**src/hdl/kpvb_pkg.sv**
```systemverilog
// Shared types, constants and the microcode program of the Kalman filter block.
`default_nettype none

package kpvb_pkg;

  // Word format: signed Q15.32
  localparam int WORD_W   = 48;
  localparam int FRAC     = 32;
  localparam int PROD_W   = 2 * WORD_W;
  localparam int DVD_W    = WORD_W + FRAC;
  localparam int MCH_W    = 16;
  localparam int MCH_N    = (WORD_W + MCH_W - 1) / MCH_W;
  localparam int MCNT_W   = $clog2(MCH_N);
  localparam int DCNT_W   = $clog2(DVD_W);

  // Register file and microcode geometry
  localparam int RF_AW    = 5;
  localparam int RF_DEPTH = 1 << RF_AW;
  localparam int SRC_W    = RF_AW + 1;
  localparam int PC_W     = 7;

  // Configuration register fields
  localparam int TS_W      = 33;
  localparam int NS_W      = 47;
  localparam int CFG_IDX_W = 2;

  localparam logic [CFG_IDX_W-1:0] CFG_TIME_STEP  = CFG_IDX_W'(0);
  localparam logic [CFG_IDX_W-1:0] CFG_ACCEL_SIG  = CFG_IDX_W'(1);
  localparam logic [CFG_IDX_W-1:0] CFG_BIAS_SIG   = CFG_IDX_W'(2);
  localparam logic [CFG_IDX_W-1:0] CFG_MEAS_VAR   = CFG_IDX_W'(3);

  localparam logic [TS_W-1:0] TS_RST = TS_W'(64'd42949673);
  localparam logic [NS_W-1:0] SA_RST = NS_W'(64'd4294967296);
  localparam logic [NS_W-1:0] SB_RST = NS_W'(64'd42949673);
  localparam logic [NS_W-1:0] RV_RST = NS_W'(64'd10737418);

  // Fixed-point constants
  localparam logic [WORD_W-1:0] Q_ONE  = WORD_W'(64'd1 << FRAC);
  localparam logic [WORD_W-1:0] Q_HALF = WORD_W'(64'd1 << (FRAC - 1));
  localparam logic [WORD_W-1:0] WMAX   = {1'b0, {(WORD_W-1){1'b1}}};
  localparam logic [WORD_W-1:0] WMIN   = {1'b1, {(WORD_W-1){1'b0}}};

  // Register file slots: filter state
  localparam logic [SRC_W-1:0] R_POS   = SRC_W'(0);
  localparam logic [SRC_W-1:0] R_VEL   = SRC_W'(1);
  localparam logic [SRC_W-1:0] R_BIAS  = SRC_W'(2);
  localparam logic [SRC_W-1:0] R_CPP   = SRC_W'(3);
  localparam logic [SRC_W-1:0] R_CPV   = SRC_W'(4);
  localparam logic [SRC_W-1:0] R_CPB   = SRC_W'(5);
  localparam logic [SRC_W-1:0] R_CVV   = SRC_W'(6);
  localparam logic [SRC_W-1:0] R_CVB   = SRC_W'(7);
  localparam logic [SRC_W-1:0] R_CBB   = SRC_W'(8);
  // Register file slots: scratch
  localparam logic [SRC_W-1:0] R_DT2   = SRC_W'(9);
  localparam logic [SRC_W-1:0] R_DT3   = SRC_W'(10);
  localparam logic [SRC_W-1:0] R_DT4   = SRC_W'(11);
  localparam logic [SRC_W-1:0] R_H     = SRC_W'(12);
  localparam logic [SRC_W-1:0] R_EA    = SRC_W'(13);
  localparam logic [SRC_W-1:0] R_PP    = SRC_W'(14);
  localparam logic [SRC_W-1:0] R_VP    = SRC_W'(15);
  localparam logic [SRC_W-1:0] R_T0    = SRC_W'(16);
  localparam logic [SRC_W-1:0] R_T1    = SRC_W'(17);
  localparam logic [SRC_W-1:0] R_A11   = SRC_W'(18);
  localparam logic [SRC_W-1:0] R_A12   = SRC_W'(19);
  localparam logic [SRC_W-1:0] R_A13   = SRC_W'(20);
  localparam logic [SRC_W-1:0] R_A22   = SRC_W'(21);
  localparam logic [SRC_W-1:0] R_A23   = SRC_W'(22);
  localparam logic [SRC_W-1:0] R_M11   = SRC_W'(23);
  localparam logic [SRC_W-1:0] R_M12   = SRC_W'(24);
  localparam logic [SRC_W-1:0] R_M22   = SRC_W'(25);
  localparam logic [SRC_W-1:0] R_M33   = SRC_W'(26);
  localparam logic [SRC_W-1:0] R_SA2   = SRC_W'(27);
  localparam logic [SRC_W-1:0] R_SB2   = SRC_W'(28);
  localparam logic [SRC_W-1:0] R_INNOV = SRC_W'(29);
  localparam logic [SRC_W-1:0] R_S     = SRC_W'(30);
  localparam logic [SRC_W-1:0] R_K1    = SRC_W'(31);
  // gains 2 and 3 reuse slots that are dead by the time the gains are formed
  localparam logic [SRC_W-1:0] R_K2    = SRC_W'(18);
  localparam logic [SRC_W-1:0] R_K3    = SRC_W'(21);

  // External operand sources (top bit set)
  localparam logic [SRC_W-1:0] X_Z     = SRC_W'(32);
  localparam logic [SRC_W-1:0] X_U     = SRC_W'(33);
  localparam logic [SRC_W-1:0] X_DT    = SRC_W'(34);
  localparam logic [SRC_W-1:0] X_SA    = SRC_W'(35);
  localparam logic [SRC_W-1:0] X_SB    = SRC_W'(36);
  localparam logic [SRC_W-1:0] X_RV    = SRC_W'(37);
  localparam logic [SRC_W-1:0] X_ZERO  = SRC_W'(38);
  localparam logic [SRC_W-1:0] X_ONE   = SRC_W'(39);
  localparam logic [SRC_W-1:0] X_HALF  = SRC_W'(40);

  typedef enum logic [3:0] {
    OP_ADD, OP_SUB, OP_MUL, OP_DIV, OP_SHR1, OP_SHR2, OP_JNS, OP_SEED, OP_END
  } op_t;

  typedef enum logic [1:0] {
    OUT_NONE, OUT_POS, OUT_VEL, OUT_BIAS
  } osel_t;

  typedef struct packed {
    op_t              op;
    logic [SRC_W-1:0] dst;
    logic [SRC_W-1:0] srca;
    logic [SRC_W-1:0] srcb;
    osel_t            osel;
    logic [PC_W-1:0]  target;
  } uword_t;

  // Sequencer to datapath control
  typedef struct packed {
    logic             busy;
    logic             alu_start;
    logic             wb;
    logic             done;
    op_t              op;
    logic [SRC_W-1:0] dst;
    logic [SRC_W-1:0] srca;
    logic [SRC_W-1:0] srcb;
    osel_t            osel;
  } ctl_t;

  localparam logic [PC_W-1:0] PC_MAIN = PC_W'(12);

  function automatic uword_t mk(input op_t op, input logic [SRC_W-1:0] d,
                                input logic [SRC_W-1:0] a, input logic [SRC_W-1:0] b,
                                input osel_t o);
    uword_t w;
    w.op     = op;
    w.dst    = d;
    w.srca   = a;
    w.srcb   = b;
    w.osel   = o;
    w.target = '0;
    return w;
  endfunction

  // Microcode program
  function automatic uword_t ucode(input logic [PC_W-1:0] pc);
    uword_t w;
    unique case (pc)
      // dispatch: already seeded goes to the full update
      PC_W'(0): begin
        w = mk(OP_JNS, R_T0, X_ZERO, X_ZERO, OUT_NONE);
        w.target = PC_MAIN;
      end
      // seed item
      PC_W'(1):  w = mk(OP_ADD, R_POS, X_Z, X_ZERO, OUT_POS);
      PC_W'(2):  w = mk(OP_ADD, R_VEL, X_ZERO, X_ZERO, OUT_VEL);
      PC_W'(3):  w = mk(OP_ADD, R_BIAS, X_ZERO, X_ZERO, OUT_BIAS);
      PC_W'(4):  w = mk(OP_ADD, R_CPP, X_ONE, X_ZERO, OUT_NONE);
      PC_W'(5):  w = mk(OP_ADD, R_CPV, X_ZERO, X_ZERO, OUT_NONE);
      PC_W'(6):  w = mk(OP_ADD, R_CPB, X_ZERO, X_ZERO, OUT_NONE);
      PC_W'(7):  w = mk(OP_ADD, R_CVV, X_ONE, X_ZERO, OUT_NONE);
      PC_W'(8):  w = mk(OP_ADD, R_CVB, X_ZERO, X_ZERO, OUT_NONE);
      PC_W'(9):  w = mk(OP_ADD, R_CBB, X_ONE, X_ZERO, OUT_NONE);
      PC_W'(10): w = mk(OP_SEED, R_T0, X_ZERO, X_ZERO, OUT_NONE);
      PC_W'(11): w = mk(OP_END, R_T0, X_ZERO, X_ZERO, OUT_NONE);
      // powers of dt and 0.5*dt^2
      PC_W'(12): w = mk(OP_MUL, R_DT2, X_DT, X_DT, OUT_NONE);
      PC_W'(13): w = mk(OP_MUL, R_DT3, R_DT2, X_DT, OUT_NONE);
      PC_W'(14): w = mk(OP_MUL, R_DT4, R_DT3, X_DT, OUT_NONE);
      PC_W'(15): w = mk(OP_MUL, R_H, X_HALF, R_DT2, OUT_NONE);
      // state prediction
      PC_W'(16): w = mk(OP_SUB, R_EA, X_U, R_BIAS, OUT_NONE);
      PC_W'(17): w = mk(OP_MUL, R_T0, R_VEL, X_DT, OUT_NONE);
      PC_W'(18): w = mk(OP_ADD, R_T0, R_POS, R_T0, OUT_NONE);
      PC_W'(19): w = mk(OP_MUL, R_T1, R_EA, R_H, OUT_NONE);
      PC_W'(20): w = mk(OP_ADD, R_PP, R_T0, R_T1, OUT_NONE);
      PC_W'(21): w = mk(OP_MUL, R_T0, R_EA, X_DT, OUT_NONE);
      PC_W'(22): w = mk(OP_ADD, R_VP, R_VEL, R_T0, OUT_NONE);
      // A*P
      PC_W'(23): w = mk(OP_MUL, R_T0, X_DT, R_CPV, OUT_NONE);
      PC_W'(24): w = mk(OP_ADD, R_T0, R_CPP, R_T0, OUT_NONE);
      PC_W'(25): w = mk(OP_MUL, R_T1, R_H, R_CPB, OUT_NONE);
      PC_W'(26): w = mk(OP_SUB, R_A11, R_T0, R_T1, OUT_NONE);
      PC_W'(27): w = mk(OP_MUL, R_T0, X_DT, R_CVV, OUT_NONE);
      PC_W'(28): w = mk(OP_ADD, R_T0, R_CPV, R_T0, OUT_NONE);
      PC_W'(29): w = mk(OP_MUL, R_T1, R_H, R_CVB, OUT_NONE);
      PC_W'(30): w = mk(OP_SUB, R_A12, R_T0, R_T1, OUT_NONE);
      PC_W'(31): w = mk(OP_MUL, R_T0, X_DT, R_CVB, OUT_NONE);
      PC_W'(32): w = mk(OP_ADD, R_T0, R_CPB, R_T0, OUT_NONE);
      PC_W'(33): w = mk(OP_MUL, R_T1, R_H, R_CBB, OUT_NONE);
      PC_W'(34): w = mk(OP_SUB, R_A13, R_T0, R_T1, OUT_NONE);
      PC_W'(35): w = mk(OP_MUL, R_T0, X_DT, R_CVB, OUT_NONE);
      PC_W'(36): w = mk(OP_SUB, R_A22, R_CVV, R_T0, OUT_NONE);
      PC_W'(37): w = mk(OP_MUL, R_T0, X_DT, R_CBB, OUT_NONE);
      PC_W'(38): w = mk(OP_SUB, R_A23, R_CVB, R_T0, OUT_NONE);
      // (A*P)*A^T
      PC_W'(39): w = mk(OP_MUL, R_T0, R_A12, X_DT, OUT_NONE);
      PC_W'(40): w = mk(OP_ADD, R_T0, R_A11, R_T0, OUT_NONE);
      PC_W'(41): w = mk(OP_MUL, R_T1, R_A13, R_H, OUT_NONE);
      PC_W'(42): w = mk(OP_SUB, R_M11, R_T0, R_T1, OUT_NONE);
      PC_W'(43): w = mk(OP_MUL, R_T0, R_A13, X_DT, OUT_NONE);
      PC_W'(44): w = mk(OP_SUB, R_M12, R_A12, R_T0, OUT_NONE);
      PC_W'(45): w = mk(OP_MUL, R_T0, R_A23, X_DT, OUT_NONE);
      PC_W'(46): w = mk(OP_SUB, R_M22, R_A22, R_T0, OUT_NONE);
      // process noise
      PC_W'(47): w = mk(OP_MUL, R_SA2, X_SA, X_SA, OUT_NONE);
      PC_W'(48): w = mk(OP_MUL, R_SB2, X_SB, X_SB, OUT_NONE);
      PC_W'(49): w = mk(OP_SHR2, R_T0, R_DT4, X_ZERO, OUT_NONE);
      PC_W'(50): w = mk(OP_MUL, R_T0, R_SA2, R_T0, OUT_NONE);
      PC_W'(51): w = mk(OP_ADD, R_M11, R_M11, R_T0, OUT_NONE);
      PC_W'(52): w = mk(OP_SHR1, R_T0, R_DT3, X_ZERO, OUT_NONE);
      PC_W'(53): w = mk(OP_MUL, R_T0, R_SA2, R_T0, OUT_NONE);
      PC_W'(54): w = mk(OP_ADD, R_M12, R_M12, R_T0, OUT_NONE);
      PC_W'(55): w = mk(OP_MUL, R_T0, R_SA2, R_DT2, OUT_NONE);
      PC_W'(56): w = mk(OP_ADD, R_M22, R_M22, R_T0, OUT_NONE);
      PC_W'(57): w = mk(OP_MUL, R_T0, R_SB2, R_DT2, OUT_NONE);
      PC_W'(58): w = mk(OP_ADD, R_M33, R_CBB, R_T0, OUT_NONE);
      // innovation and gains
      PC_W'(59): w = mk(OP_SUB, R_INNOV, X_Z, R_PP, OUT_NONE);
      PC_W'(60): w = mk(OP_ADD, R_S, R_M11, X_RV, OUT_NONE);
      PC_W'(61): w = mk(OP_DIV, R_K1, R_M11, R_S, OUT_NONE);
      PC_W'(62): w = mk(OP_DIV, R_K2, R_M12, R_S, OUT_NONE);
      PC_W'(63): w = mk(OP_DIV, R_K3, R_A13, R_S, OUT_NONE);
      // estimate update
      PC_W'(64): w = mk(OP_MUL, R_T0, R_K1, R_INNOV, OUT_NONE);
      PC_W'(65): w = mk(OP_ADD, R_POS, R_PP, R_T0, OUT_POS);
      PC_W'(66): w = mk(OP_MUL, R_T0, R_K2, R_INNOV, OUT_NONE);
      PC_W'(67): w = mk(OP_ADD, R_VEL, R_VP, R_T0, OUT_VEL);
      PC_W'(68): w = mk(OP_MUL, R_T0, R_K3, R_INNOV, OUT_NONE);
      PC_W'(69): w = mk(OP_ADD, R_BIAS, R_BIAS, R_T0, OUT_BIAS);
      // covariance update
      PC_W'(70): w = mk(OP_MUL, R_T0, R_K1, R_M11, OUT_NONE);
      PC_W'(71): w = mk(OP_SUB, R_CPP, R_M11, R_T0, OUT_NONE);
      PC_W'(72): w = mk(OP_MUL, R_T0, R_K1, R_M12, OUT_NONE);
      PC_W'(73): w = mk(OP_SUB, R_CPV, R_M12, R_T0, OUT_NONE);
      PC_W'(74): w = mk(OP_MUL, R_T0, R_K1, R_A13, OUT_NONE);
      PC_W'(75): w = mk(OP_SUB, R_CPB, R_A13, R_T0, OUT_NONE);
      PC_W'(76): w = mk(OP_MUL, R_T0, R_K2, R_M12, OUT_NONE);
      PC_W'(77): w = mk(OP_SUB, R_CVV, R_M22, R_T0, OUT_NONE);
      PC_W'(78): w = mk(OP_MUL, R_T0, R_K2, R_A13, OUT_NONE);
      PC_W'(79): w = mk(OP_SUB, R_CVB, R_A23, R_T0, OUT_NONE);
      PC_W'(80): w = mk(OP_MUL, R_T0, R_K3, R_A13, OUT_NONE);
      PC_W'(81): w = mk(OP_SUB, R_CBB, R_M33, R_T0, OUT_NONE);
      default:   w = mk(OP_END, R_T0, X_ZERO, X_ZERO, OUT_NONE);
    endcase
    return w;
  endfunction

endpackage

`default_nettype wire

```
**src/hdl/kpvb_regfile.sv**
```systemverilog
// Working register file: 32 words, one write port, two registered read ports.
`default_nettype none

module kpvb_regfile
  import kpvb_pkg::*;
(
  input  wire logic              clk,
  input  wire logic              we,
  input  wire logic [RF_AW-1:0]  waddr,
  input  wire logic [WORD_W-1:0] wdata,
  input  wire logic [RF_AW-1:0]  raddr_a,
  input  wire logic [RF_AW-1:0]  raddr_b,
  output logic      [WORD_W-1:0] rdata_a,
  output logic      [WORD_W-1:0] rdata_b
);

  logic [WORD_W-1:0] mem [RF_DEPTH];

  // write port
  always_ff @(posedge clk) begin
    if (we) begin
      mem[waddr] <= wdata;
    end
  end

  // read ports
  always_ff @(posedge clk) begin
    rdata_a <= mem[raddr_a];
    rdata_b <= mem[raddr_b];
  end

endmodule

`default_nettype wire

```
**config.mk**
```make
export PLATFORM = sky130hd
export DESIGN_NAME = kpvb_regfile
export DESIGN_NICKNAME = d
export VERILOG_FILES = /design/src/hdl/kpvb_pkg.sv /design/src/hdl/kpvb_regfile.sv
export SDC_FILE = /design/constraint.sdc
export NUM_CORES = 2
export LEC_CHECK = 0
export BUFFER_PORTS_ARGS = -buffer_cell sky130_fd_sc_hd__buf_2
export CORE_MARGIN = 5
export CORE_UTILIZATION = 30
export DETAILED_ROUTE_END_ITERATION = 6
export PLACE_DENSITY = 0.48
export RECOVER_POWER = 25
export SLEW_MARGIN = 20
export SYNTH_ARGS = -nofsm -noshare
export SYNTH_HDL_FRONTEND = slang
export SYNTH_SLANG_ARGS = --single-unit
```
**constraint.sdc**
```tcl
create_clock -name clk -period 4.9 [get_ports clk]
set_input_delay 0.98 -clock clk [delete_from_list [all_inputs] [get_ports clk]]
set_output_delay 0.98 -clock clk [all_outputs]
set_load 0.005 [all_outputs]
```
Word-level counts from Yosys, hierarchy flattened
Memories as Yosys holds them, arrays and structs flattened. A register that Yosys moved wholly into a read port is not among the register bits. Index checks and enable logic that the tools add are counted.

Register bits: 0. RAM bits: 1536. Input port bits: 65. Output and inout port bits: 96. Word-level logic and storage cells: 3. Memories kept: 1.

Memory list: mem (words 32, width 48, read ports 2, clocked after Yosys merged registers in 2, write ports 1, line kpvb_regfile.sv:17) `logic [WORD_W-1:0] mem [RF_DEPTH];`.

Muxes and demuxes: 2.

Operators by type and width (number): 2-to-1 mux 1 bit (2).

Longest topological paths before layout
Word-level depth: 2. Mapped depth: 8. Depth with buffers taken out: 5.

Worst setup path before layout
OpenSTA, ideal clock, no wires.

Path kind: input port to flip-flop. Start: input port waddr[1]. End: memory mem[12][0], enable pin. Library setup time: 0.454 ns. Data arrival time: 3.654 ns. Data required time: 4.446 ns. Slack: 0.792 ns. Stages on the path: 3. Path buffers: 1. Cell sequence: or3b_2 -> clkbuf_1 -> nor2_1.

RTL lines: from (decl) (line kpvb_regfile.sv:9) `input wire logic [RF_AW-1:0] waddr,`; to (decl) (line kpvb_regfile.sv:17).

Straight into the memory's write port.

==> flow_metrics.env <==
export IMPL_outcome="completed"
export IMPL_number_of_nets_in_the_finished_design=5405
export IMPL_routedLengthMet1_microns=112300
export IMPL_core_area_sq_um=248900
export IMPL_relSlewSlack_pct=3.940
export IMPL_vdd_drop_max_uv=363.7
export IMPL_initial_utilization_pct=30.19
export IMPL_routed_via_count=47260
export IMPL_worst_hold_path_type="flip-flop to flip-flop"
export IMPL_final_power_w=0.03240
export IMPL_max_clock_freq_ghz=0.3754
export IMPL_drt_iter0_markers=3611
export IMPL_min_to="rdata_a[17]$_DFF_P_"
export IMPL_first_pass_iters=5
export IMPL_cp_required_ns=5.53
export IMPL_post_cts_resize_count=0
export IMPL_timing_reg2reg_worst_path_depth=5
export IMPL_ctsLongestPathBuffers=3
export IMPL_worst_slew_pin_transition_ns=1.441
export IMPL_grt_pass1_wl_microns=358800
export IMPL_detail_route_wl_per_cell_microns=28.85
export IMPL_vias_per_cell=5.343
export IMPL_cts_tree="built"
export IMPL_via_count_of_the_first_global_routing_pass=47930
export IMPL_timing_final_setup_violations=0
export IMPL_slew_violations=0
export IMPL_drc_errors=0
export IMPL_hold_path_cell_count=4
export IMPL_fin_area_sq_um=86560
export IMPL_highest_layer="met5"
export IMPL_clock_sinks=1632
export IMPL_seq_area_frac_synth_pct=63.95
export IMPL_clk_insertion_delay_late_ns=0.84
export IMPL_gate_count_after_technology_mapping=5146
export IMPL_totalWireLength_microns=255200
export IMPL_crit_reg2reg_launch="mem[1][15]$_DFFE_PP_"
export IMPL_detail_route_antenna_nets=0
export IMPL_cts_hold_buf=0
export IMPL_tritoncts_num_buffers=188
export IMPL_fin_crit_sh_pct=54.36
export IMPL_critical_path_endpoint_type="flip-flop"
export IMPL_r2r_end="rdata_b[15]$_DFF_P_"
export IMPL_startpoint_type="primary input"
export IMPL_die_width_microns=510.4
export IMPL_synth_cell_area_sq_um=75130
export IMPL_timing_reg2reg_setup_slack_ns=3.15
export IMPL_cts_root_buf="clkbuf_16"
export IMPL_critical_path_buf_inv_count=3
export IMPL_timing_critical_path_cells="buf_2 > nor2b_4 > buf_12 > buf_4 > a22o_1 > nor3_1 > a31oi_1 > nand3_1"
export IMPL_dpl_hpwl_microns=148100
export IMPL_ys_ff_latch=1632
export IMPL_layout_min_cycle_time_ns=2.664
export IMPL_dominantRegCellSynth="edfxtp_1"
export IMPL_io_buffer_count=160
export IMPL_antenna_found_initial=19
export IMPL_post_dp_cell_area_sq_um=80400
export IMPL_crit_path_max_fanout=20
export IMPL_power_leakage_nw=31.75
export IMPL_yosysWarnings=0
export IMPL_routed_wl_met3_microns=12330
export IMPL_finalWeightedCongestion=0.7739
export IMPL_overflow_left_after_global_routing=0
export IMPL_hold_path_startpoint="mem[9][17]$_DFFE_PP_"
export IMPL_synth_enable_flop_cells=1536
export IMPL_std_cell_rows=183
export IMPL_floorplan_die_height_microns=510.4
export IMPL_cts_repair_timing_setup_buffer_count=0
export IMPL_area_delta_synth_final_pct=15.21
export IMPL_fin_worst_skew_ns=0.02980
export IMPL_largest_net_degree_at_the_start_of_global_routing=86
export IMPL_met2RoutedLength_microns=124500
export IMPL_nFillCells=23860
export IMPL_pin_count=161
export IMPL_synth_async_reset_ratio_pct=0
export IMPL_critical_path_top_delay_family="simple AND/OR/NAND/NOR gates"
export IMPL_timing_worst_setup_path_type="primary input to flip-flop"
export IMPL_synth_fp_nets=5211
export IMPL_htree_levels=4
export IMPL_p_per_area_nw_per_um2=374.3
export IMPL_yosys_cell_types=25
export IMPL_final_layout_size_suffix_gt1_share_pct=12.43
export IMPL_clk_pin_slew_ns=0.06
export IMPL_critPathArrivalTime_ns=3.30
export IMPL_crit_slowest_cell="nor2b_4"
export IMPL_timing_final_hold_violations=0
export IMPL_fin_tns_setup_ns=0
export IMPL_fp_dieArea_sq_um=260500
export IMPL_cpPeakStageDelay_ns=0.70
export IMPL_rsz0062_at_grt="false"
export IMPL_max_cap_violations=0
export IMPL_grtUsageTotal_pct=19.01
export IMPL_synth_avg_cell_area_sq_um=14.60
-- cell families (layout without fill, tap and decap cells) --
group / after synthesis / in the layout / synth area share, %
AO/OA/AOI/OAI: 864 / 864 / 7.834
flip-flops: 1632 / 1632 / 63.95
AND/OR/NAND/NOR: 733 / 733 / 4.395
buffers and inverters: 381 / 740 / 3.359
multiplexers: 1536 / 1536 / 20.46
other: 0 / 11 / 0
-- worst reg2reg max path: stages, from the launching register on --
cell and delay, ns:
edfxtp_1 0.42, mux2i_1 0.14, a22o_1 0.16, nor3_1 0.05, a31oi_1 0.30, nand3_1 0.40
-- cell type report --
type	count	area [sq um]	area share [%]
Antenna cell	11	27.53	0.03180
Clock inverter	95	908.4	1.049
Clock buffer	260	5269	6.087
Tap cell	3330	4167	4.813
Sequential cell	1632	48050	55.51
Multi-Input combinational cell	3133	24900	28.76
Timing Repair Buffer	385	3246	3.750
-- report_power, final --
part / switching, W / total, W / internal, W
Clock: 0.00584 / 0.0141 / 0.00821
Combinational: 0.00175 / 0.00267 / 0.000924
Sequential: 0.000151 / 0.0157 / 0.0155
Total: 0.00774 / 0.0324 / 0.0247
-- state kept, by name (all words and copies together) (netlist names) --
name     cells
rdata_a     48
rdata_b     48
mem       1536
-- cells in the final DEF (no fill, tap or decap), types with 5 or more instances in the layout --
master         n
buf_2        126
bufinv_16     13
a21oi_1      288
buf_12        62
clkinv_1      29
a31oi_1       96
clkbuf_1      78
dfxtp_1       96
nand3b_1       5
clkinv_2      33
buf_4        163
nor3_1        96
a22o_1       192
clkbuf_16    191
a22oi_1      288
clkbuf_8      23
clkinvlp_4     7
mux2i_1     1536
edfxtp_1    1536
nand2_1      289
nor2_4        34
nand3_1      290
diode_2       11
-- per-stage QoR --
step / instances / hold slack, ns / worst slack [ns] / util [%]
6_report: 8846 / 0.6249 / 2.236 / 34.78
3_5_place_dp: 8480 / 0.6174 / 1.349 / 32.30
5_1_grt: 8836 / 0.6708 / 2.200 / 34.77
4_1_cts: 8835 / 0.5907 / 2.243 / 34.78
3_3_place_gp: 8480 / 0.6114 / 1.329 / 32.30
2_1_floorplan: 5146 / 0.5788 / 0.7919 / -
-- how the worst max path moves through the flow --
stage                          start                    to  slack, ns  depth (start not counted)
after floorplan             waddr[1]  mem[12][0]$_DFFE_PP_       0.79                          3
after global placement    raddr_a[0]    rdata_a[6]$_DFF_P_       1.33                          8
after detailed placement  raddr_a[0]    rdata_a[6]$_DFF_P_       1.35                          8
after CTS                 raddr_a[0]    rdata_a[6]$_DFF_P_       2.24                          8
after global routing      raddr_a[0]    rdata_a[6]$_DFF_P_       2.20                          8
final                     raddr_a[0]    rdata_a[6]$_DFF_P_       2.24                          8
-- synth_stat cells, drive strengths merged, types with 4 or more instances --
cell	n	share of area, %
nand3b	5	0.050
dfxtp	96	2.6
nand2	291	1.5
a22oi	288	2.9
edfxtp	1536	61
mux2i	1536	20
nor3	96	0.64
a21oi	288	1.9
nand2b	4	0.033
a22o	192	2.2
clkbuf	95	0.47
nand3	290	1.9
buf	286	2.9
nor2	35	0.17
a31oi	96	0.80
-- metal layers --
layer  vias to the layer above  global-route usage, %
li1                      20730                      -
met1                     24810                  25.53
met2                      1333                  32.30
met3                       379                  2.732
met4                         6                  4.885
met5                         -                      0
Note: power is estimated with default switching activity, not from simulation.
