`config.mk`:
```
export PLATFORM = sky130hd
export DESIGN_NAME = kpvb_seq
export DESIGN_NICKNAME = d
export VERILOG_FILES = /design/src/hdl/kpvb_pkg.sv /design/src/hdl/kpvb_seq.sv
export SDC_FILE = /design/constraint.sdc
export NUM_CORES = 1
export LEC_CHECK = 0
export ABC_AREA = 1
export BUFFER_PORTS_ARGS = -buffer_cell sky130_fd_sc_hd__clkbuf_2
export CAP_MARGIN = 30
export CORE_MARGIN = 4
export CORE_UTILIZATION = 45
export CTS_BUF_LIST = sky130_fd_sc_hd__clkbuf_8 sky130_fd_sc_hd__clkbuf_16
export DETAILED_ROUTE_END_ITERATION = 16
export PLACE_DENSITY_LB_ADDON = 0.3
export SLEW_MARGIN = 10
export SYNTH_ARGS = -nofsm -noshare
export SYNTH_HDL_FRONTEND = slang
export SYNTH_SLANG_ARGS = --single-unit
```
`constraint.sdc`:
```
create_clock -name clk -period 3.1 [get_ports clk]
set_clock_uncertainty 0.15 [all_clocks]
set_input_delay 0.155 -clock clk [delete_from_list [all_inputs] [get_ports clk]]
set_output_delay 0.155 -clock clk [all_outputs]
set_load 0.02 [all_outputs]
```
`src/hdl/kpvb_pkg.sv`:
```
// Shared types, constants and the microcode program of the Kalman filter block.
`default_nettype none

package kpvb_pkg;

  // Word format: signed Q15.32
  localparam int WORD_W   = 48;
  localparam int FRAC     = 32;
  localparam int PROD_W   = 2 * WORD_W;
  localparam int DVD_W    = WORD_W + FRAC;
  localparam int MCH_W    = 16;
  localparam int MCH_N    = (WORD_W + MCH_W - 1) / MCH_W;
  localparam int MCNT_W   = $clog2(MCH_N);
  localparam int DCNT_W   = $clog2(DVD_W);

  // Register file and microcode geometry
  localparam int RF_AW    = 5;
  localparam int RF_DEPTH = 1 << RF_AW;
  localparam int SRC_W    = RF_AW + 1;
  localparam int PC_W     = 7;

  // Configuration register fields
  localparam int TS_W      = 33;
  localparam int NS_W      = 47;
  localparam int CFG_IDX_W = 2;

  localparam logic [CFG_IDX_W-1:0] CFG_TIME_STEP  = CFG_IDX_W'(0);
  localparam logic [CFG_IDX_W-1:0] CFG_ACCEL_SIG  = CFG_IDX_W'(1);
  localparam logic [CFG_IDX_W-1:0] CFG_BIAS_SIG   = CFG_IDX_W'(2);
  localparam logic [CFG_IDX_W-1:0] CFG_MEAS_VAR   = CFG_IDX_W'(3);

  localparam logic [TS_W-1:0] TS_RST = TS_W'(64'd42949673);
  localparam logic [NS_W-1:0] SA_RST = NS_W'(64'd4294967296);
  localparam logic [NS_W-1:0] SB_RST = NS_W'(64'd42949673);
  localparam logic [NS_W-1:0] RV_RST = NS_W'(64'd10737418);

  // Fixed-point constants
  localparam logic [WORD_W-1:0] Q_ONE  = WORD_W'(64'd1 << FRAC);
  localparam logic [WORD_W-1:0] Q_HALF = WORD_W'(64'd1 << (FRAC - 1));
  localparam logic [WORD_W-1:0] WMAX   = {1'b0, {(WORD_W-1){1'b1}}};
  localparam logic [WORD_W-1:0] WMIN   = {1'b1, {(WORD_W-1){1'b0}}};

  // Register file slots: filter state
  localparam logic [SRC_W-1:0] R_POS   = SRC_W'(0);
  localparam logic [SRC_W-1:0] R_VEL   = SRC_W'(1);
  localparam logic [SRC_W-1:0] R_BIAS  = SRC_W'(2);
  localparam logic [SRC_W-1:0] R_CPP   = SRC_W'(3);
  localparam logic [SRC_W-1:0] R_CPV   = SRC_W'(4);
  localparam logic [SRC_W-1:0] R_CPB   = SRC_W'(5);
  localparam logic [SRC_W-1:0] R_CVV   = SRC_W'(6);
  localparam logic [SRC_W-1:0] R_CVB   = SRC_W'(7);
  localparam logic [SRC_W-1:0] R_CBB   = SRC_W'(8);
  // Register file slots: scratch
  localparam logic [SRC_W-1:0] R_DT2   = SRC_W'(9);
  localparam logic [SRC_W-1:0] R_DT3   = SRC_W'(10);
  localparam logic [SRC_W-1:0] R_DT4   = SRC_W'(11);
  localparam logic [SRC_W-1:0] R_H     = SRC_W'(12);
  localparam logic [SRC_W-1:0] R_EA    = SRC_W'(13);
  localparam logic [SRC_W-1:0] R_PP    = SRC_W'(14);
  localparam logic [SRC_W-1:0] R_VP    = SRC_W'(15);
  localparam logic [SRC_W-1:0] R_T0    = SRC_W'(16);
  localparam logic [SRC_W-1:0] R_T1    = SRC_W'(17);
  localparam logic [SRC_W-1:0] R_A11   = SRC_W'(18);
  localparam logic [SRC_W-1:0] R_A12   = SRC_W'(19);
  localparam logic [SRC_W-1:0] R_A13   = SRC_W'(20);
  localparam logic [SRC_W-1:0] R_A22   = SRC_W'(21);
  localparam logic [SRC_W-1:0] R_A23   = SRC_W'(22);
  localparam logic [SRC_W-1:0] R_M11   = SRC_W'(23);
  localparam logic [SRC_W-1:0] R_M12   = SRC_W'(24);
  localparam logic [SRC_W-1:0] R_M22   = SRC_W'(25);
  localparam logic [SRC_W-1:0] R_M33   = SRC_W'(26);
  localparam logic [SRC_W-1:0] R_SA2   = SRC_W'(27);
  localparam logic [SRC_W-1:0] R_SB2   = SRC_W'(28);
  localparam logic [SRC_W-1:0] R_INNOV = SRC_W'(29);
  localparam logic [SRC_W-1:0] R_S     = SRC_W'(30);
  localparam logic [SRC_W-1:0] R_K1    = SRC_W'(31);
  // gains 2 and 3 reuse slots that are dead by the time the gains are formed
  localparam logic [SRC_W-1:0] R_K2    = SRC_W'(18);
  localparam logic [SRC_W-1:0] R_K3    = SRC_W'(21);

  // External operand sources (top bit set)
  localparam logic [SRC_W-1:0] X_Z     = SRC_W'(32);
  localparam logic [SRC_W-1:0] X_U     = SRC_W'(33);
  localparam logic [SRC_W-1:0] X_DT    = SRC_W'(34);
  localparam logic [SRC_W-1:0] X_SA    = SRC_W'(35);
  localparam logic [SRC_W-1:0] X_SB    = SRC_W'(36);
  localparam logic [SRC_W-1:0] X_RV    = SRC_W'(37);
  localparam logic [SRC_W-1:0] X_ZERO  = SRC_W'(38);
  localparam logic [SRC_W-1:0] X_ONE   = SRC_W'(39);
  localparam logic [SRC_W-1:0] X_HALF  = SRC_W'(40);

  typedef enum logic [3:0] {
    OP_ADD, OP_SUB, OP_MUL, OP_DIV, OP_SHR1, OP_SHR2, OP_JNS, OP_SEED, OP_END
  } op_t;

  typedef enum logic [1:0] {
    OUT_NONE, OUT_POS, OUT_VEL, OUT_BIAS
  } osel_t;

  typedef struct packed {
    op_t              op;
    logic [SRC_W-1:0] dst;
    logic [SRC_W-1:0] srca;
    logic [SRC_W-1:0] srcb;
    osel_t            osel;
    logic [PC_W-1:0]  target;
  } uword_t;

  // Sequencer to datapath control
  typedef struct packed {
    logic             busy;
    logic             alu_start;
    logic             wb;
    logic             done;
    op_t              op;
    logic [SRC_W-1:0] dst;
    logic [SRC_W-1:0] srca;
    logic [SRC_W-1:0] srcb;
    osel_t            osel;
  } ctl_t;

  localparam logic [PC_W-1:0] PC_MAIN = PC_W'(12);

  function automatic uword_t mk(input op_t op, input logic [SRC_W-1:0] d,
                                input logic [SRC_W-1:0] a, input logic [SRC_W-1:0] b,
                                input osel_t o);
    uword_t w;
    w.op     = op;
    w.dst    = d;
    w.srca   = a;
    w.srcb   = b;
    w.osel   = o;
    w.target = '0;
    return w;
  endfunction

  // Microcode program
  function automatic uword_t ucode(input logic [PC_W-1:0] pc);
    uword_t w;
    unique case (pc)
      // dispatch: already seeded goes to the full update
      PC_W'(0): begin
        w = mk(OP_JNS, R_T0, X_ZERO, X_ZERO, OUT_NONE);
        w.target = PC_MAIN;
      end
      // seed item
      PC_W'(1):  w = mk(OP_ADD, R_POS, X_Z, X_ZERO, OUT_POS);
      PC_W'(2):  w = mk(OP_ADD, R_VEL, X_ZERO, X_ZERO, OUT_VEL);
      PC_W'(3):  w = mk(OP_ADD, R_BIAS, X_ZERO, X_ZERO, OUT_BIAS);
      PC_W'(4):  w = mk(OP_ADD, R_CPP, X_ONE, X_ZERO, OUT_NONE);
      PC_W'(5):  w = mk(OP_ADD, R_CPV, X_ZERO, X_ZERO, OUT_NONE);
      PC_W'(6):  w = mk(OP_ADD, R_CPB, X_ZERO, X_ZERO, OUT_NONE);
      PC_W'(7):  w = mk(OP_ADD, R_CVV, X_ONE, X_ZERO, OUT_NONE);
      PC_W'(8):  w = mk(OP_ADD, R_CVB, X_ZERO, X_ZERO, OUT_NONE);
      PC_W'(9):  w = mk(OP_ADD, R_CBB, X_ONE, X_ZERO, OUT_NONE);
      PC_W'(10): w = mk(OP_SEED, R_T0, X_ZERO, X_ZERO, OUT_NONE);
      PC_W'(11): w = mk(OP_END, R_T0, X_ZERO, X_ZERO, OUT_NONE);
      // powers of dt and 0.5*dt^2
      PC_W'(12): w = mk(OP_MUL, R_DT2, X_DT, X_DT, OUT_NONE);
      PC_W'(13): w = mk(OP_MUL, R_DT3, R_DT2, X_DT, OUT_NONE);
      PC_W'(14): w = mk(OP_MUL, R_DT4, R_DT3, X_DT, OUT_NONE);
      PC_W'(15): w = mk(OP_MUL, R_H, X_HALF, R_DT2, OUT_NONE);
      // state prediction
      PC_W'(16): w = mk(OP_SUB, R_EA, X_U, R_BIAS, OUT_NONE);
      PC_W'(17): w = mk(OP_MUL, R_T0, R_VEL, X_DT, OUT_NONE);
      PC_W'(18): w = mk(OP_ADD, R_T0, R_POS, R_T0, OUT_NONE);
      PC_W'(19): w = mk(OP_MUL, R_T1, R_EA, R_H, OUT_NONE);
      PC_W'(20): w = mk(OP_ADD, R_PP, R_T0, R_T1, OUT_NONE);
      PC_W'(21): w = mk(OP_MUL, R_T0, R_EA, X_DT, OUT_NONE);
      PC_W'(22): w = mk(OP_ADD, R_VP, R_VEL, R_T0, OUT_NONE);
      // A*P
      PC_W'(23): w = mk(OP_MUL, R_T0, X_DT, R_CPV, OUT_NONE);
      PC_W'(24): w = mk(OP_ADD, R_T0, R_CPP, R_T0, OUT_NONE);
      PC_W'(25): w = mk(OP_MUL, R_T1, R_H, R_CPB, OUT_NONE);
      PC_W'(26): w = mk(OP_SUB, R_A11, R_T0, R_T1, OUT_NONE);
      PC_W'(27): w = mk(OP_MUL, R_T0, X_DT, R_CVV, OUT_NONE);
      PC_W'(28): w = mk(OP_ADD, R_T0, R_CPV, R_T0, OUT_NONE);
      PC_W'(29): w = mk(OP_MUL, R_T1, R_H, R_CVB, OUT_NONE);
      PC_W'(30): w = mk(OP_SUB, R_A12, R_T0, R_T1, OUT_NONE);
      PC_W'(31): w = mk(OP_MUL, R_T0, X_DT, R_CVB, OUT_NONE);
      PC_W'(32): w = mk(OP_ADD, R_T0, R_CPB, R_T0, OUT_NONE);
      PC_W'(33): w = mk(OP_MUL, R_T1, R_H, R_CBB, OUT_NONE);
      PC_W'(34): w = mk(OP_SUB, R_A13, R_T0, R_T1, OUT_NONE);
      PC_W'(35): w = mk(OP_MUL, R_T0, X_DT, R_CVB, OUT_NONE);
      PC_W'(36): w = mk(OP_SUB, R_A22, R_CVV, R_T0, OUT_NONE);
      PC_W'(37): w = mk(OP_MUL, R_T0, X_DT, R_CBB, OUT_NONE);
      PC_W'(38): w = mk(OP_SUB, R_A23, R_CVB, R_T0, OUT_NONE);
      // (A*P)*A^T
      PC_W'(39): w = mk(OP_MUL, R_T0, R_A12, X_DT, OUT_NONE);
      PC_W'(40): w = mk(OP_ADD, R_T0, R_A11, R_T0, OUT_NONE);
      PC_W'(41): w = mk(OP_MUL, R_T1, R_A13, R_H, OUT_NONE);
      PC_W'(42): w = mk(OP_SUB, R_M11, R_T0, R_T1, OUT_NONE);
      PC_W'(43): w = mk(OP_MUL, R_T0, R_A13, X_DT, OUT_NONE);
      PC_W'(44): w = mk(OP_SUB, R_M12, R_A12, R_T0, OUT_NONE);
      PC_W'(45): w = mk(OP_MUL, R_T0, R_A23, X_DT, OUT_NONE);
      PC_W'(46): w = mk(OP_SUB, R_M22, R_A22, R_T0, OUT_NONE);
      // process noise
      PC_W'(47): w = mk(OP_MUL, R_SA2, X_SA, X_SA, OUT_NONE);
      PC_W'(48): w = mk(OP_MUL, R_SB2, X_SB, X_SB, OUT_NONE);
      PC_W'(49): w = mk(OP_SHR2, R_T0, R_DT4, X_ZERO, OUT_NONE);
      PC_W'(50): w = mk(OP_MUL, R_T0, R_SA2, R_T0, OUT_NONE);
      PC_W'(51): w = mk(OP_ADD, R_M11, R_M11, R_T0, OUT_NONE);
      PC_W'(52): w = mk(OP_SHR1, R_T0, R_DT3, X_ZERO, OUT_NONE);
      PC_W'(53): w = mk(OP_MUL, R_T0, R_SA2, R_T0, OUT_NONE);
      PC_W'(54): w = mk(OP_ADD, R_M12, R_M12, R_T0, OUT_NONE);
      PC_W'(55): w = mk(OP_MUL, R_T0, R_SA2, R_DT2, OUT_NONE);
      PC_W'(56): w = mk(OP_ADD, R_M22, R_M22, R_T0, OUT_NONE);
      PC_W'(57): w = mk(OP_MUL, R_T0, R_SB2, R_DT2, OUT_NONE);
      PC_W'(58): w = mk(OP_ADD, R_M33, R_CBB, R_T0, OUT_NONE);
      // innovation and gains
      PC_W'(59): w = mk(OP_SUB, R_INNOV, X_Z, R_PP, OUT_NONE);
      PC_W'(60): w = mk(OP_ADD, R_S, R_M11, X_RV, OUT_NONE);
      PC_W'(61): w = mk(OP_DIV, R_K1, R_M11, R_S, OUT_NONE);
      PC_W'(62): w = mk(OP_DIV, R_K2, R_M12, R_S, OUT_NONE);
      PC_W'(63): w = mk(OP_DIV, R_K3, R_A13, R_S, OUT_NONE);
      // estimate update
      PC_W'(64): w = mk(OP_MUL, R_T0, R_K1, R_INNOV, OUT_NONE);
      PC_W'(65): w = mk(OP_ADD, R_POS, R_PP, R_T0, OUT_POS);
      PC_W'(66): w = mk(OP_MUL, R_T0, R_K2, R_INNOV, OUT_NONE);
      PC_W'(67): w = mk(OP_ADD, R_VEL, R_VP, R_T0, OUT_VEL);
      PC_W'(68): w = mk(OP_MUL, R_T0, R_K3, R_INNOV, OUT_NONE);
      PC_W'(69): w = mk(OP_ADD, R_BIAS, R_BIAS, R_T0, OUT_BIAS);
      // covariance update
      PC_W'(70): w = mk(OP_MUL, R_T0, R_K1, R_M11, OUT_NONE);
      PC_W'(71): w = mk(OP_SUB, R_CPP, R_M11, R_T0, OUT_NONE);
      PC_W'(72): w = mk(OP_MUL, R_T0, R_K1, R_M12, OUT_NONE);
      PC_W'(73): w = mk(OP_SUB, R_CPV, R_M12, R_T0, OUT_NONE);
      PC_W'(74): w = mk(OP_MUL, R_T0, R_K1, R_A13, OUT_NONE);
      PC_W'(75): w = mk(OP_SUB, R_CPB, R_A13, R_T0, OUT_NONE);
      PC_W'(76): w = mk(OP_MUL, R_T0, R_K2, R_M12, OUT_NONE);
      PC_W'(77): w = mk(OP_SUB, R_CVV, R_M22, R_T0, OUT_NONE);
      PC_W'(78): w = mk(OP_MUL, R_T0, R_K2, R_A13, OUT_NONE);
      PC_W'(79): w = mk(OP_SUB, R_CVB, R_A23, R_T0, OUT_NONE);
      PC_W'(80): w = mk(OP_MUL, R_T0, R_K3, R_A13, OUT_NONE);
      PC_W'(81): w = mk(OP_SUB, R_CBB, R_M33, R_T0, OUT_NONE);
      default:   w = mk(OP_END, R_T0, X_ZERO, X_ZERO, OUT_NONE);
    endcase
    return w;
  endfunction

endpackage

`default_nettype wire

```
`src/hdl/kpvb_seq.sv`:
```
// Microcode sequencer: step counter, control word fetch and conditional jumps.
`default_nettype none

module kpvb_seq
  import kpvb_pkg::*;
(
  input  wire logic clk,
  input  wire logic rst_n,
  input  wire logic start,
  input  wire logic out_free,
  input  wire logic alu_done,
  output ctl_t      ctl
);

  typedef enum logic [2:0] {S_IDLE, S_FETCH, S_READ, S_EXEC, S_WAIT} st_t;

  st_t             st_r, st_nxt;
  logic [PC_W-1:0] pc_r, pc_nxt;
  uword_t          uw_r, uw_nxt;
  logic            seeded_r, seeded_nxt;

  // next-state logic
  always_comb begin
    st_nxt     = st_r;
    pc_nxt     = pc_r;
    uw_nxt     = uw_r;
    seeded_nxt = seeded_r;
    unique case (st_r)
      S_IDLE: begin
        if (start) begin
          pc_nxt = '0;
          st_nxt = S_FETCH;
        end
      end
      S_FETCH: begin
        uw_nxt = ucode(pc_r);
        st_nxt = S_READ;
      end
      S_READ: begin
        unique case (uw_r.op)
          OP_JNS: begin
            pc_nxt = seeded_r ? uw_r.target : pc_r + PC_W'(1);
            st_nxt = S_FETCH;
          end
          OP_SEED: begin
            seeded_nxt = 1'b1;
            pc_nxt     = pc_r + PC_W'(1);
            st_nxt     = S_FETCH;
          end
          OP_END: begin
            if (out_free) st_nxt = S_IDLE;
          end
          default: st_nxt = S_EXEC;
        endcase
      end
      S_EXEC: st_nxt = S_WAIT;
      S_WAIT: begin
        if (alu_done) begin
          pc_nxt = pc_r + PC_W'(1);
          st_nxt = S_FETCH;
        end
      end
      default: st_nxt = S_IDLE;
    endcase
  end

  always_ff @(posedge clk) begin
    if (!rst_n) begin
      st_r     <= S_IDLE;
      pc_r     <= '0;
      seeded_r <= 1'b0;
    end else begin
      st_r     <= st_nxt;
      pc_r     <= pc_nxt;
      seeded_r <= seeded_nxt;
      uw_r     <= uw_nxt;
    end
  end

  // control word decode
  always_comb begin
    ctl.busy      = st_r != S_IDLE;
    ctl.alu_start = st_r == S_EXEC;
    ctl.wb        = (st_r == S_WAIT) && alu_done;
    ctl.done      = (st_r == S_READ) && (uw_r.op == OP_END) && out_free;
    ctl.op        = uw_r.op;
    ctl.dst       = uw_r.dst;
    ctl.srca      = uw_r.srca;
    ctl.srcb      = uw_r.srcb;
    ctl.osel      = uw_r.osel;
  end

  // write-back only for steps that ran through the arithmetic unit
  a_wb_alu_op: assert property (@(posedge clk) disable iff (!rst_n)
    ctl.wb |-> (uw_r.op == OP_ADD || uw_r.op == OP_SUB || uw_r.op == OP_MUL ||
                uw_r.op == OP_DIV || uw_r.op == OP_SHR1 || uw_r.op == OP_SHR2))
    else $error("write-back on a control step");

  // program end returns to idle
  a_done_idle: assert property (@(posedge clk) disable iff (!rst_n)
    ctl.done |=> st_r == S_IDLE) else $error("sequencer not idle after end");

endmodule

`default_nettype wire

```
; Yosys cells after proc, flatten, opt, wreduce, memory -nomap -nowiden
; Memory sizes are Yosys's and may differ from the RTL's. A register that Yosys moved wholly into a read port is not among the register bits.
; Index checks and enable logic that the tools add are counted.
[totals]
reg_bits = 24
out_inout_bits = 28
mem_count = 1
romBits = 3200
wordCells = 39
in_bits = 5
[classes]
n_addsub = 1
reduce_logical = 11
muxes = 10
eq_ne = 11
[memory_table]
columns = name, depth, width, rd, rd_clocked_by_memory_dff, wr, line_no
row1 = (no name shown), 128, 25, 1, 1, 0, kpvb_pkg.sv:140  ; unique case (pc)
[op_table]
columns = op, n
row1 = $mux 7, 3
row2 = $pmux 7 s3, 1
row3 = $pmux 3 s5, 1
row4 = $pmux 7 s2, 1
row5 = $mux 3, 3
row6 = $eq 4x3->1 const B, 2
row7 = $add 7x1->7 const B, 1
row8 = $eq 3x2->1 const B, 2
row9 = $pmux 3 s2, 1
row10 = $reduce_bool 3->1, 2
row11 = $eq 4x4->1 const B, 1
row12 = $ne 2x2->1 const B, 2
row13 = $reduce_and 2->1, 2
row14 = $reduce_and 4->1, 1
row15 = $eq 3x1->1 const B, 1
row16 = $eq 3x3->1 const B, 1
row17 = $logic_and 1x1->1, 3
row18 = $logic_not 3->1, 1
row19 = $ne 3x1->1 const B, 1
row20 = $ne 3x3->1 const B, 1
row21 = $reduce_and 3->1, 1
row22 = $reduce_or 2->1, 1

; Longest topological paths before layout
[depth]
depth_word = 4
mapped_depth = 11
ltp_nobuf = 10

; Worst setup path before layout
; No wires, ideal clock.
[synth_timing]
kind = register to register
start = reg st_r[0]
end = reg uw_r (netlist bit ctl[0]), enable pin
setup_ns = 0.405
required_ns = 2.545
setup_slack_ns = 0.934
synth_period_minus_slack_ns = 2.166
path_stages_with_launch = 3
arrival_time_ns = 1.611
path_buffers = 0
cell_sequence = dfxtp_1 > nand3_1 > nor2_1
[synth_via]
elab_chain_cells = 2
[synth_lines]
columns = item, line_no
row1 = start: declaration, kpvb_seq.sv:17  ; st_t st_r, st_nxt;
row2 = start signal: assignment, kpvb_seq.sv:73  ; st_r <= st_nxt;
row3 = $eq 3x1->1, kpvb_seq.sv:28  ; unique case (st_r)
row4 = $reduce_and 2->1 (no line), --
row5 = end signal: assignment, kpvb_seq.sv:76  ; uw_r <= uw_nxt;
row6 = end: declaration, kpvb_seq.sv:19  ; uword_t uw_r, uw_nxt;
; No other way between the ends.
; A chain may end at the register's enable or synchronous reset.

==> run summary <==
Reg2Reg Setup Slack - 0.42 ns
Clk_lat worst skew - 0.30 ns
Chip width - 94.9 µm
Final setup viols - 0
Final instance area - 3550 µm²
Most common cell after layout, fill and taps aside - nand2_1
Synthesized area - 3390 µm²
Layout Cells excl Fill - 615
Worst-Margin Slew - 0.794 ns
Routed wire length - 11700 µm
Min-delay src - alu_done
Post-DR vias/cell - 6.17
First-pass GRT wire length - 18300 µm
Max Clk Rate - 373 MHz
Die H - 94.9 µm
Post-Syn Instances - 510
Total die area - 9000 µm²
Vias in the first global route - 3398
Drt pass-1 iters - 8
Root Driver - clkbuf_8
Drt drc - 0
Top Metal Used - met4
Met1 wire length - 4680 µm
Setup crit end kind - flip-flop
Reg clk slew, reported paths - 0.08 ns
GP Congestion - 1.11
Avg Inst Size Synth - 6.66 µm²
Worst endpoint data arrival time - 2.59 ns
Syn-to-layout area delta - 4.68%
Final Hold Viols - 0
GR Util All Layers - 0.269
Mapped Nets - 528
Met3 routed WL - 1540 µm
CTS max path bufs - 2
Hold Crit Endpoint - st_r[2]
H-tree depth - 2
# nets final - 533
Share of post-route cells with drive strength above 1 - 0.167
DR WL met2 - 4730 µm
CTS Buf Count - 5
Tcrit/Tclk final - 0.865
Slew headroom - 0.470
RSZ-0062 raised after global routing - false
Leakage power - 1.64 nW
Antenna viol nets, final - 0
Via count - 3797
Placed cell count - 606
Remaining global-route overflow - 0
Maximum VDD drop - 0.254 mV
Worst setup path category - reg2reg
Critical R2R Launch - pc_r[1]
TritonCTS sink count - 35
R2R depth - 9
Most frequent cells in the layout - nand2_1 (129), nand3_1 (61), nor2_1 (41)
Distinct cells, synth - 42
Number of synthesized register bits - 35
CP required - 3.01 ns
Final core utilization - 0.487
EDFF count, synth - 24
Maxcap violations - 0
Synth warn - 0
I/O Pins - 33
Initial Util - 0.466
Synth Flop Type - edfxtp_1
Wire length per cell - 19.1 µm
Hold Crit Class - in2reg
CTS tree - done
Final Critical Period - 2.68 ns
Dpl hpwl - 8850 µm
Placed Area - 3430 µm²
Critical Path Fanout Max - 15
Post-route setup TNS - 0 ns
Largest net degree at the start of global routing - 30
Max-slew violations - 0
Seq/Total Area, Yosys - 0.277
First-iteration detailed-routing DRC count - 797
Worst hold slack - 0.0227 ns
Hold Path Cell Cnt - 4
Antenna violations before repair - 0
Ant. Diodes - 0
Startpoint type of the worst setup path - flip-flop
Capturing point of the worst reg2reg path - ctl[3]
Async SR Flop Fraction - 0
Power density over the cells - 551 nW/µm²
Status - finished, final reports clean
Row cnt - 31
I/O Buffers - 31
Core footprint - 7290 µm²
[synthesized netlist by cell type (2+ instances only)]
cell type,number,area [µm²]
a21oi_1,31,155
a22oi_1,2,15.0
a31oi_1,4,25.0
buf_2,7,35.0
buf_4,28,210
buf_6,5,56.3
clkbuf_1,3,11.3
dfxtp_1,11,220
edfxtp_1,24,721
ha_1,13,163
inv_1,38,143
inv_2,10,37.5
inv_4,2,12.5
nand2_1,129,484
nand2_2,8,50.1
nand3_1,61,305
nand4_1,4,25.0
nor2_1,42,158
nor2_2,6,37.5
nor2_4,5,56.3
nor3_1,3,15.0
o211ai_1,7,52.6
o21a_1,2,15.0
o21ai_0,26,130
o21ai_1,18,90.1
o21ai_2,2,17.5
o22ai_1,2,12.5
o31ai_1,2,15.0
xor2_1,2,17.5
[metrics by stage]
step,setup WS [ns],total power (W)
finish,0.420,0.00196
global route,0.398,0.00206
CTS,0.590,0.00192
detailed placement,0.606,0.00149
global placement,0.523,0.00152
floorplan,0.934,0.00129
[flip-flops by register name, indices dropped and copies added, names as in the netlist]
name,count
ctl,23
pc_r,7
seeded_r,1
st_r,3
uw_r,1
[what timing repair did]
action	in CTS	in global routing
resized for setup	0	0
buffers inserted	0	0
hold buffers	1	0
hold endpoints to repair	1	0
[how the worst max path moves through the flow]
stage / from / to / slack [ns] / cells after the start
floorplan: st_r[0] / ctl[0] / 0.93 / 2
global placement: pc_r[1] / ctl[3] / 0.52 / 9
detailed placement: pc_r[1] / ctl[3] / 0.61 / 9
CTS: pc_r[1] / ctl[3] / 0.59 / 9
global route: pc_r[1] / ctl[3] / 0.40 / 9
finish: pc_r[1] / ctl[3] / 0.42 / 9
[critical path, cell delays in order, from the launching register on]
cell and delay, ns:
dfxtp_1 0.73, inv_1 0.26, ha_1 0.38, inv_1 0.15, nor2_1 0.08, nand2_1 0.15, nand2_1 0.13, nand2_1 0.14
nand3_1 0.11, o21a_1 0.18
[layout make-up]
| class | count | area, µm² |
|---|---|---|
| fillers | 773 | 3740 |
| multi-input cells | 381 | 1950 |
| flip-flops and latches | 35 | 941 |
| repair buffers | 41 | 233 |
| inverters | 51 | 196 |
| well taps | 99 | 124 |
| clock buffers | 5 | 68.8 |
| clock inverters | 3 | 43.8 |
[cells by family after synthesis]
family / Yosys count / synth area share
compound gates: 101 / 0.168
xor+xnor: 2 / 0.00516
fa+ha+maj: 13 / 0.0479
buf+inv: 94 / 0.150
flops: 35 / 0.277
other cells: 1 / 0.00110
simple gates: 264 / 0.350
[per-layer routing]
layer | GRT usage | vias to the layer above
li1 | - | 1691
met1 | 0.367 | 1680
met2 | 0.386 | 338
met3 | 0.0590 | 88
met4 | 0.159 | 0
met5 | 0 | -
[where the power goes]
part,switching (W),total (W),internal (W),leakage (nW)
Clock,0.000190,0.000430,0.000240,0.0581
Sequential,0.0000551,0.000618,0.000563,0.298
Combinational,0.000643,0.000909,0.000266,1.29
(Power assumes the default switching activity.)
